### src/assert_macros.svh
// Assertion macros included by the RTL of the decoder core.
`ifndef ASSERT_MACROS_SVH
`define ASSERT_MACROS_SVH

`ifndef SYNTH
// Property checked at every rising clock edge outside reset.
`define ASSERT_AT(lbl, clk, rstn, prop, msg) \
  lbl: assert property (@(posedge clk) disable iff (!rstn) (prop)) else $error(msg);
// Implication checked at every rising clock edge outside reset.
`define ASSERT_IMPL(lbl, clk, rstn, ante, cons, msg) \
  lbl: assert property (@(posedge clk) disable iff (!rstn) (ante) |-> (cons)) else $error(msg);
`else
`define ASSERT_AT(lbl, clk, rstn, prop, msg)
`define ASSERT_IMPL(lbl, clk, rstn, ante, cons, msg)
`endif

`endif

### src/utf8d_pkg.sv
// Types and constants of the UTF-8 stream decoder.
package utf8d_pkg;

  localparam int unsigned CpWidth    = 21;
  localparam int unsigned ErrWidth   = 3;
  localparam int unsigned LenWidth   = 3;
  localparam int unsigned FifoDepth  = 4;
  localparam int unsigned PtrWidth   = $clog2(FifoDepth);
  localparam int unsigned CntWidth   = $clog2(FifoDepth + 1);

  localparam logic [CpWidth-1:0] ReplChar    = 21'h00FFFD;
  localparam logic [CpWidth-1:0] MaxScalar   = 21'h10FFFF;
  localparam logic [CpWidth-1:0] SurrLow     = 21'h00D800;
  localparam logic [CpWidth-1:0] SurrHigh    = 21'h00DFFF;
  localparam logic [CpWidth-1:0] Floor2Byte  = 21'h00007F;
  localparam logic [CpWidth-1:0] Floor3Byte  = 21'h0007FF;
  localparam logic [CpWidth-1:0] Floor4Byte  = 21'h00FFFF;

  // Error codes carried in error_code and in both sticky registers.
  typedef enum logic [ErrWidth-1:0] {
    ErrNone       = 3'd0,
    ErrUnexpCont  = 3'd1,
    ErrMissCont   = 3'd2,
    ErrInvalid    = 3'd3,
    ErrOverlong   = 3'd4,
    ErrSurrogate  = 3'd5,
    ErrAboveRange = 3'd6
  } err_e;

  // One result beat as held in the output queue.
  typedef struct packed {
    logic [CpWidth-1:0]  code_point;
    err_e                error_code;
    logic [LenWidth-1:0] seq_length;
    err_e                sticky_error;
    err_e                sticky_structural;
    logic                last_of_run;
  } res_t;

endpackage

### src/utf8_stream_decoder_core.sv
// UTF-8 stream decoder: one byte per beat in, decoded code points out.
//
// Accepts one byte per clock cycle while in_stall_o is low. The byte is
// decoded in the cycle it is accepted, against the registered partial
// sequence, and its results (zero, one or two) are written into a four-entry
// output queue, which presents one result per cycle while out_stall_i is
// low. A byte that interrupts a pending sequence without opening a new one
// gives two results, so the sustained output rate of one result per cycle is
// what bounds throughput on such streams. in_stall_o is high while fewer
// than two queue entries are free. The queue head drives the output port.
module utf8_stream_decoder_core (
  input  logic                           clk_i,
  input  logic                           rst_ni,
  input  logic                           in_valid_i,
  output logic                           in_stall_o,
  input  logic [7:0]                     data_byte_i,
  input  logic                           flush_i,
  input  logic                           clear_errors_i,
  output logic                           out_valid_o,
  input  logic                           out_stall_i,
  output logic [utf8d_pkg::CpWidth-1:0]  code_point_o,
  output logic [utf8d_pkg::ErrWidth-1:0] error_code_o,
  output logic [utf8d_pkg::LenWidth-1:0] seq_length_o,
  output logic [utf8d_pkg::ErrWidth-1:0] sticky_error_o,
  output logic [utf8d_pkg::ErrWidth-1:0] sticky_structural_o,
  output logic                           last_of_run_o
);
  import utf8d_pkg::*;
  `include "assert_macros.svh"

  // Decoder state.
  logic [CpWidth-1:0]  pv_q, pv_d;
  logic [1:0]          rem_q, rem_d;
  logic [LenWidth-1:0] len_q, len_d;
  err_e                eh_q, eh_d;
  err_e                sh_q, sh_d;

  // Output queue.
  res_t                fifo_q [FifoDepth];
  logic [PtrWidth-1:0] wr_q, rd_q;
  logic [CntWidth-1:0] cnt_q, cnt_d;

  logic in_acc, out_acc;
  logic pending, is_cont;

  // Lead byte decode.
  logic                s_emit;
  logic [CpWidth-1:0]  s_cp;
  err_e                s_err;
  logic                s_open;
  logic [CpWidth-1:0]  s_pv;
  logic [1:0]          s_rem;

  // Continuation byte decode.
  logic [CpWidth-1:0]  c_cp_full;
  logic [LenWidth-1:0] c_len;
  logic [CpWidth-1:0]  c_floor;
  logic [CpWidth-1:0]  c_cp;
  err_e                c_err;

  // Results of this beat.
  res_t                res_a, res_b;
  logic                have_a, have_b;
  err_e                eh_base, sh_base, eh_a, sh_a, eh_b, sh_b;

  assign in_acc     = in_valid_i && !in_stall_o;
  assign out_acc    = out_valid_o && !out_stall_i;
  assign in_stall_o = cnt_q > CntWidth'(FifoDepth - 2);
  assign out_valid_o = cnt_q != '0;

  assign pending = rem_q != 2'd0;
  assign is_cont = data_byte_i[7:6] == 2'b10;

  // Decode a byte that starts a new sequence.
  always_comb begin
    s_emit = 1'b0;
    s_cp   = ReplChar;
    s_err  = ErrNone;
    s_open = 1'b0;
    s_pv   = '0;
    s_rem  = 2'd0;
    if (!data_byte_i[7]) begin
      s_emit = 1'b1;
      s_cp   = CpWidth'(data_byte_i);
    end else if (data_byte_i[6] == 1'b0) begin
      s_emit = 1'b1;
      s_err  = ErrUnexpCont;
    end else if (data_byte_i[5] == 1'b0) begin
      s_open = 1'b1;
      s_pv   = CpWidth'(data_byte_i[4:0]);
      s_rem  = 2'd1;
    end else if (data_byte_i[4] == 1'b0) begin
      s_open = 1'b1;
      s_pv   = CpWidth'(data_byte_i[3:0]);
      s_rem  = 2'd2;
    end else if (data_byte_i[3] == 1'b0) begin
      s_open = 1'b1;
      s_pv   = CpWidth'(data_byte_i[2:0]);
      s_rem  = 2'd3;
    end else begin
      s_emit = 1'b1;
      s_err  = ErrInvalid;
    end
  end

  // Fold in a continuation byte and range check the finished value.
  always_comb begin
    c_cp_full = {pv_q[CpWidth-7:0], data_byte_i[5:0]};
    c_len     = len_q + LenWidth'(1);
    case (c_len)
      3'd2:    c_floor = Floor2Byte;
      3'd3:    c_floor = Floor3Byte;
      default: c_floor = Floor4Byte;
    endcase
    c_cp = c_cp_full;
    if (c_cp_full <= c_floor) begin
      c_err = ErrOverlong;
    end else if (c_cp_full < SurrLow) begin
      c_err = ErrNone;
    end else if (c_cp_full <= SurrHigh) begin
      c_err = ErrSurrogate;
    end else if (c_cp_full <= MaxScalar) begin
      c_err = ErrNone;
    end else begin
      c_err = ErrAboveRange;
      c_cp  = ReplChar;
    end
  end

  // Compose the results of this beat and the next decoder state.
  always_comb begin
    have_a = 1'b0;
    have_b = 1'b0;
    res_a  = '0;
    res_b  = '0;
    pv_d   = pv_q;
    rem_d  = rem_q;
    len_d  = len_q;

    if (flush_i) begin
      if (pending) begin
        have_a           = 1'b1;
        res_a.code_point = ReplChar;
        res_a.error_code = ErrMissCont;
        res_a.seq_length = len_q;
        pv_d  = '0;
        rem_d = 2'd0;
        len_d = '0;
      end
    end else if (pending && is_cont) begin
      if (rem_q == 2'd1) begin
        have_a           = 1'b1;
        res_a.code_point = c_cp;
        res_a.error_code = c_err;
        res_a.seq_length = c_len;
        pv_d  = '0;
        rem_d = 2'd0;
        len_d = '0;
      end else begin
        pv_d  = c_cp_full;
        rem_d = rem_q - 2'd1;
        len_d = c_len;
      end
    end else begin
      // Idle start, or an interrupted sequence followed by a fresh start.
      if (pending) begin
        have_a           = 1'b1;
        res_a.code_point = ReplChar;
        res_a.error_code = ErrMissCont;
        res_a.seq_length = len_q;
        have_b           = s_emit;
        res_b.code_point = s_cp;
        res_b.error_code = s_err;
        res_b.seq_length = LenWidth'(1);
      end else begin
        have_a           = s_emit;
        res_a.code_point = s_cp;
        res_a.error_code = s_err;
        res_a.seq_length = LenWidth'(1);
      end
      pv_d  = s_pv;
      rem_d = s_rem;
      len_d = s_open ? LenWidth'(1) : '0;
    end

    // Sticky registers are updated in result order.
    eh_base = clear_errors_i ? ErrNone : eh_q;
    sh_base = clear_errors_i ? ErrNone : sh_q;
    eh_a = eh_base;
    sh_a = sh_base;
    if (have_a && res_a.error_code != ErrNone) begin
      eh_a = res_a.error_code;
      if (res_a.error_code != ErrOverlong && res_a.error_code != ErrSurrogate) begin
        sh_a = res_a.error_code;
      end
    end
    eh_b = eh_a;
    sh_b = sh_a;
    if (have_b && res_b.error_code != ErrNone) begin
      eh_b = res_b.error_code;
      if (res_b.error_code != ErrOverlong && res_b.error_code != ErrSurrogate) begin
        sh_b = res_b.error_code;
      end
    end
    res_a.sticky_error      = eh_a;
    res_a.sticky_structural = sh_a;
    res_a.last_of_run       = !have_b;
    res_b.sticky_error      = eh_b;
    res_b.sticky_structural = sh_b;
    res_b.last_of_run       = 1'b1;
    eh_d = eh_b;
    sh_d = sh_b;
  end

  // Queue occupancy after this cycle's pushes and pop.
  always_comb begin
    cnt_d = cnt_q;
    if (in_acc) begin
      cnt_d = cnt_d + CntWidth'(have_a) + CntWidth'(have_b);
    end
    if (out_acc) begin
      cnt_d = cnt_d - CntWidth'(1);
    end
  end

  // Control and decoder state registers.
  always_ff @(posedge clk_i or negedge rst_ni) begin
    if (!rst_ni) begin
      pv_q  <= '0;
      rem_q <= 2'd0;
      len_q <= '0;
      eh_q  <= ErrNone;
      sh_q  <= ErrNone;
      wr_q  <= '0;
      rd_q  <= '0;
      cnt_q <= '0;
    end else begin
      cnt_q <= cnt_d;
      if (in_acc) begin
        pv_q  <= pv_d;
        rem_q <= rem_d;
        len_q <= len_d;
        eh_q  <= eh_d;
        sh_q  <= sh_d;
        wr_q  <= wr_q + PtrWidth'(have_a) + PtrWidth'(have_b);
      end
      if (out_acc) begin
        rd_q <= rd_q + PtrWidth'(1);
      end
    end
  end

  // Queue payload; the second result lands right behind the first.
  always_ff @(posedge clk_i) begin
    if (in_acc && have_a) begin
      fifo_q[wr_q] <= res_a;
    end
    if (in_acc && have_b) begin
      fifo_q[wr_q + PtrWidth'(1)] <= res_b;
    end
  end

  // Head of the queue drives the result port.
  assign code_point_o        = fifo_q[rd_q].code_point;
  assign error_code_o        = fifo_q[rd_q].error_code;
  assign seq_length_o        = fifo_q[rd_q].seq_length;
  assign sticky_error_o      = fifo_q[rd_q].sticky_error;
  assign sticky_structural_o = fifo_q[rd_q].sticky_structural;
  assign last_of_run_o       = fifo_q[rd_q].last_of_run;

  // Checks on the decoder state and the queue.
  `ASSERT_AT(a_cnt_bound, clk_i, rst_ni, cnt_q <= CntWidth'(FifoDepth), "queue overfilled")
  `ASSERT_AT(a_pend_len, clk_i, rst_ni, (rem_q == 2'd0) == (len_q == '0), "pending state split")
  `ASSERT_AT(a_seq_total, clk_i, rst_ni, ({1'b0, len_q} + 4'(rem_q)) <= 4'd4, "sequence too long")
  `ASSERT_IMPL(a_pair_kept, clk_i, rst_ni, out_acc && !last_of_run_o, cnt_q >= CntWidth'(2), "second result of a beat missing")
  `ASSERT_IMPL(a_sticky_order, clk_i, rst_ni, out_valid_o && sticky_structural_o != ErrNone, sticky_error_o != ErrNone, "sticky registers disagree")

endmodule
### config.mk
export PLATFORM = sky130hd
export DESIGN_NAME = utf8_stream_decoder_core
export DESIGN_NICKNAME = d
export VERILOG_FILES = /design/src/utf8d_pkg.sv /design/src/utf8_stream_decoder_core.sv
export VERILOG_INCLUDE_DIRS = /design/src /design/src/src
export SDC_FILE = /design/constraint.sdc
export NUM_CORES = 1
export LEC_CHECK = 0
export BUFFER_PORTS_ARGS = -buffer_cell sky130_fd_sc_hd__buf_2
export CORE_UTILIZATION = 38
export DETAILED_ROUTE_END_ITERATION = 10
export PLACE_DENSITY_LB_ADDON = 0.08
export SYNTH_ARGS = -nofsm -noshare
export SYNTH_HDL_FRONTEND = slang
export SYNTH_SLANG_ARGS = --single-unit
export TNS_END_PERCENT = 50
### constraint.sdc
create_clock -name clk_i -period 3.7 [get_ports clk_i]
set_clock_uncertainty 0.1 [all_clocks]
set_input_delay 0.37 -clock clk_i [delete_from_list [all_inputs] [get_ports clk_i]]
set_output_delay 0.37 -clock clk_i [all_outputs]
set_load 0.01 [all_outputs]
Word level (Yosys, flattened, before mapping)
Memory sizes are Yosys's and may differ from the RTL's.
Index checks and enable logic that the tools add are counted.
{"block": "totals", "register_bits": 33, "n_memories": 1, "wordCells": 127, "in_bits": 14, "ramBits": 136}
{"block": "classes", "eq_ne": 9, "add_sub_neg": 9, "n_lt_le_gt_ge": 5, "n_mux": 78, "reduce_logical": 17}
{"name": "fifo_q", "words": 4, "word_bits": 34, "read_ports": 1, "rd_clocked_by_memory_dff": 0, "wr": 2, "line": "utf8_stream_decoder_core.sv:39", "source": "res_t fifo_q [FifoDepth];"}
{"operator": "$mux W22", "n": 5}
{"operator": "$mux W21", "n": 4}
{"operator": "$mux W27", "n": 3}
{"operator": "$mux W15", "n": 4}
{"operator": "$mux W3", "n": 19}
{"operator": "$pmux W16 S2", "n": 1}
{"operator": "$mux W2", "n": 14}
{"operator": "$mux W1", "n": 23}
{"operator": "$le A21 B16 Y1", "n": 1}
{"operator": "$le A21 B16 Y1 const B", "n": 1}
{"operator": "$le A21 B21 Y1 const B", "n": 1}
{"operator": "$lt A21 B16 Y1 const B", "n": 1}
{"operator": "$mux W16", "n": 1}
{"operator": "$mux W5", "n": 3}
{"operator": "$ne A3 B3 Y1 const B", "n": 4}
{"operator": "$logic_and A1 B1 Y1", "n": 9}
{"operator": "$reduce_bool A3 Y1", "n": 3}
{"operator": "$add A3 B1 Y3", "n": 2}
{"operator": "$eq A3 B2 Y1 const B", "n": 2}
{"operator": "$add A2 B1 Y2", "n": 2}
{"operator": "$add A2 B1 Y2 const B", "n": 2}
{"operator": "$mux W4", "n": 1}
{"operator": "$add A3 B1 Y3 const B", "n": 1}
{"operator": "$gt A3 B2 Y1 const B", "n": 1}
{"operator": "other kinds (8)", "n": 10}

Logic depth before layout (Yosys ltp)
{"block": "logic_depth", "depth_word": 14, "ltp_mapped": 13, "depth_no_buf": 12}

Least setup slack after synthesis
OpenSTA, ideal clock, no wires.
{"block": "synth_timing", "path_kind": "flip-flop to flip-flop", "from": "register rem_q[0]", "to": "memory fifo_q[2][10] in the netlist's numbering, enable pin", "path_buffers": 2, "setup_time_ps": 380, "required_ps": 3220, "synth_period_minus_slack_ps": 3149, "t_arrival_ps": 2668, "stages_incl_launch_ff": 11, "path_slack_ps": 551, "cell_sequence": "dfrtp_1 > inv_1 > ha_1 > clkbuf_1 > nor2_1 > a21boi_0 > nand2_1 > or4_1 > clkbuf_1 > and2_1 > inv_1"}
{"element": "from (decl)", "line": "utf8_stream_decoder_core.sv:33", "source": "logic [1:0] rem_q, rem_d;"}
{"element": "from (signal assigned)", "line": "utf8_stream_decoder_core.sv:241", "source": "rem_q <= rem_d;"}
{"element": "to (decl)", "line": "utf8_stream_decoder_core.sv:39"}

==> impl_metrics.yaml <==
run_status:
  outcome: "finished, final reports clean"
setup_path:
  cp.arrival_ns: 3.65
  critPathMaxStageDelay_ns: 0.45
  cp_top_family: "compound AO/OA/AOI/OAI gates"
  crit_chain: "ha_1, nand2b_1, nand2_1, nor3b_1, ha_1, nand4_1, nor4_1, buf_4, a311o_1, o21a_1, o41a_4, o21ai_2"
  path_buf_inv: 1
  cp-start-kind: "flip-flop"
  critPathKind: "reg2reg"
  cp_data_required_time_ns: 3.89
  cp.depth: 12
  slowest_stage: "dfrtp_1"
  cp-end-kind: "flip-flop"
  r2r_cells: 12
  crit_fanout: 7
  path_common_cell: "ha_1"
logic_synthesis:
  synth_area_per_cell_um2: 11.61
  syn_nets: 735
  synth_enable_flop_cells: 100
  synth-seq-cells: 169
  ys_types: 54
  syn_area_mm2: 0.008159
  async_reset_ff_frac: 0.1953
  ys_seq_area_frac: 0.5576
  yosys_warnings: 0
  netlist_instances: 703
  ys.flop_type: "edfxtp_1"
clock_tree:
  clkSinkCount: 169
  cts_tree: "built"
  clockBufferDepth: 2
  numCtsBuffers: 17
  clock_latency_ns: 0.43
  cts_max_level: 4
  postCtsSetupBuffers: 0
  root_buffer: "clkbuf_16"
  clk_pin_slew_ns: 0.07
sta:
  tightest_slew_ns: 0.8023
  fin_crit_ns: 3.456
  hold_viol: 0
  slew_headroom: 0.4595
  rsz0062_at_grt: "no"
  tns_ns: 0
  slew_violations: 0
  min_period_over_period: 0.9340
  fmax_mhz: 289.4
  setup_violations: 0
routing:
  wirelength_met1_mm: 10.61
  dr.max_layer_used: "met4"
  wl_met2_mm: 11.69
  final_antenna_net_count: 0
  wl_met3_mm: 1.016
  wire_per_inst_um: 22.64
  vias: 6107
  drt_iter0_markers: 464
  first_pass_iters: 5
  viasPerCell: 5.855
  drc: 0
  wl_mm: 23.61
global_routing:
  grt_pass1_vias: 6247
  grt_pass1_wl_mm: 36.74
  antenna_found_initial: 0
  grt_overflow_total: 0
  grt_max_degree: 37
  grt.total_usage: 0.2266
finish:
  nets: 788
  num_antenna_cells: 0
  fin_util: 0.4467
  fillers: 1938
  area_delta_synth_final_pct: 15.09
  layout-drive-gt1-share: 0.2044
floorplan:
  fp.coreArea_mm2: 0.02102
  dieWidth_um: 148.5
  die-area_mm2: 0.02206
  initial_core_util: 0.3881
  die_h_um: 148.5
  fp-row-count: 53
  ios: 50
min_path:
  worstHoldPathCells: 2
  worst_hold_path_type: "in2reg"
power:
  peakVddDrop_mv: 0.4051
  power.leakage_uw: 0.003407
  powerDensity_mw_per_mm2: 694.4
place:
  io_buffers: 49
  gp_congestion: 0.8740
  dp_hpwl_mm: 15.85
run:
  cap_violations: 0
-- final timing paths --
kind	startpoint	end	slack, ns
worst max-delay path	len_q[0]	fifo_q[1][4]	0.24
min in group asynchronous	rst_ni	pv_q[3]	0.46
max in group asynchronous	rst_ni	rd_q[0]	2.48
worst max register to register	len_q[0]	fifo_q[1][4]	0.24
worst min register to register	fifo_q[2][0]	fifo_q[2][0]	0.36
worst min-delay path	data_byte_i[0]	pv_q[0]	0.15
-- synthesized netlist by cell type, types with 7 or more instances --
| cell | instances | area [um2] |
|---|---|---|
| a21oi_1 | 33 | 165.2 |
| a22o_1 | 15 | 131.4 |
| clkbuf_1 | 42 | 157.7 |
| dfrtp_1 | 33 | 825.8 |
| dfxtp_1 | 36 | 720.7 |
| edfxtp_1 | 100 | 3003 |
| ha_1 | 16 | 200.2 |
| inv_1 | 21 | 78.83 |
| mux4_2 | 34 | 765.7 |
| nand2_1 | 42 | 157.7 |
| nand2b_1 | 8 | 50.05 |
| nand3_1 | 40 | 200.2 |
| nor2_1 | 44 | 165.2 |
| nor3_1 | 7 | 35.03 |
| o21ai_0 | 106 | 530.5 |
| o22ai_1 | 37 | 231.5 |
| or3_1 | 7 | 43.79 |
-- state kept, by name (all words and copies together), names as in the netlist, 3 cells and up --
register and cells:
eh_q 3, cnt_q 3, len_q 3, fifo_q 136, pv_q 15, sh_q 3
-- final cells by class --
class | count | area [um2] | area share
flip-flops and latches | 169 | 4551 | 0.4846
inverters | 21 | 78.83 | 0.008394
well taps | 275 | 344.1 | 0.03664
clock inverters | 13 | 120.1 | 0.01279
clock buffers | 18 | 429.2 | 0.04570
repair buffers | 81 | 513.0 | 0.05463
multi-input cells | 466 | 3354 | 0.3572
-- kinds of logic (layout without fill, tap and decap cells) --
| family | count (synthesis) | count (layout) | share of synthesized area |
|---|---|---|---|
| AO/OA/AOI/OAI | 231 | 231 | 0.1760 |
| AND/OR/NAND/NOR | 176 | 176 | 0.1040 |
| flip-flops | 169 | 169 | 0.5576 |
| buffers and inverters | 68 | 133 | 0.03128 |
| multiplexers | 36 | 36 | 0.09630 |
| adder cells (fa/ha/maj) | 18 | 18 | 0.02944 |
| XOR/XNOR | 5 | 5 | 0.005368 |
-- through the flow --
step,hold WS (ns),cells,setup WS [ns],total power (uW),instance area (um2)
after floorplan,-0.02559,703,0.5514,3972,8159
after global placement,0.3455,1011,0.4020,4816,8831
after detailed placement,0.3476,1011,0.3269,4851,8831
after CTS,0.1327,1043,0.2939,6562,9390
after global routing,0.1390,1043,0.01118,6895,9390
final,0.1524,1043,0.2442,6520,9390
-- layout by cell type (no fill, tap or decap), types with 4 or more instances in the layout --
master and instances:
o21ai_0 106, a21oi_1 33, a21boi_0 4, o22ai_1 37, dfrtp_1 32, nor2_1 44, a22o_1 15, buf_2 49
nand2b_1 8, dfxtp_1 36, mux4_2 34, nor4_1 5, or3_1 7, buf_4 29, nor3_1 7, nand2_1 42
edfxtp_1 100, and2_1 5, a211oi_1 4, inv_1 21, ha_1 16, o21a_1 5, clkbuf_16 17, nand3_1 40
nor2b_1 4, clkinvlp_4 4
-- power breakdown --
part | switching [uW] | internal, uW
registers | 208 | 2240
logic | 1450 | 911
clock network | 782 | 929
total | 2440 | 4080
-- per-layer routing --
metal	vias to the layer above	track usage
met1	3105	0.3020
met3	22	0.03804
met2	169	0.3766
met5	-	0
li1	2811	-
met4	0	0.06907
-- what timing repair did --
item / in CTS / in global routing
hold endpoints to repair: 33 / 0
resized for setup: 0 / 0
hold buffers: 1 / 0
Power figures use the tool's default switching activity.
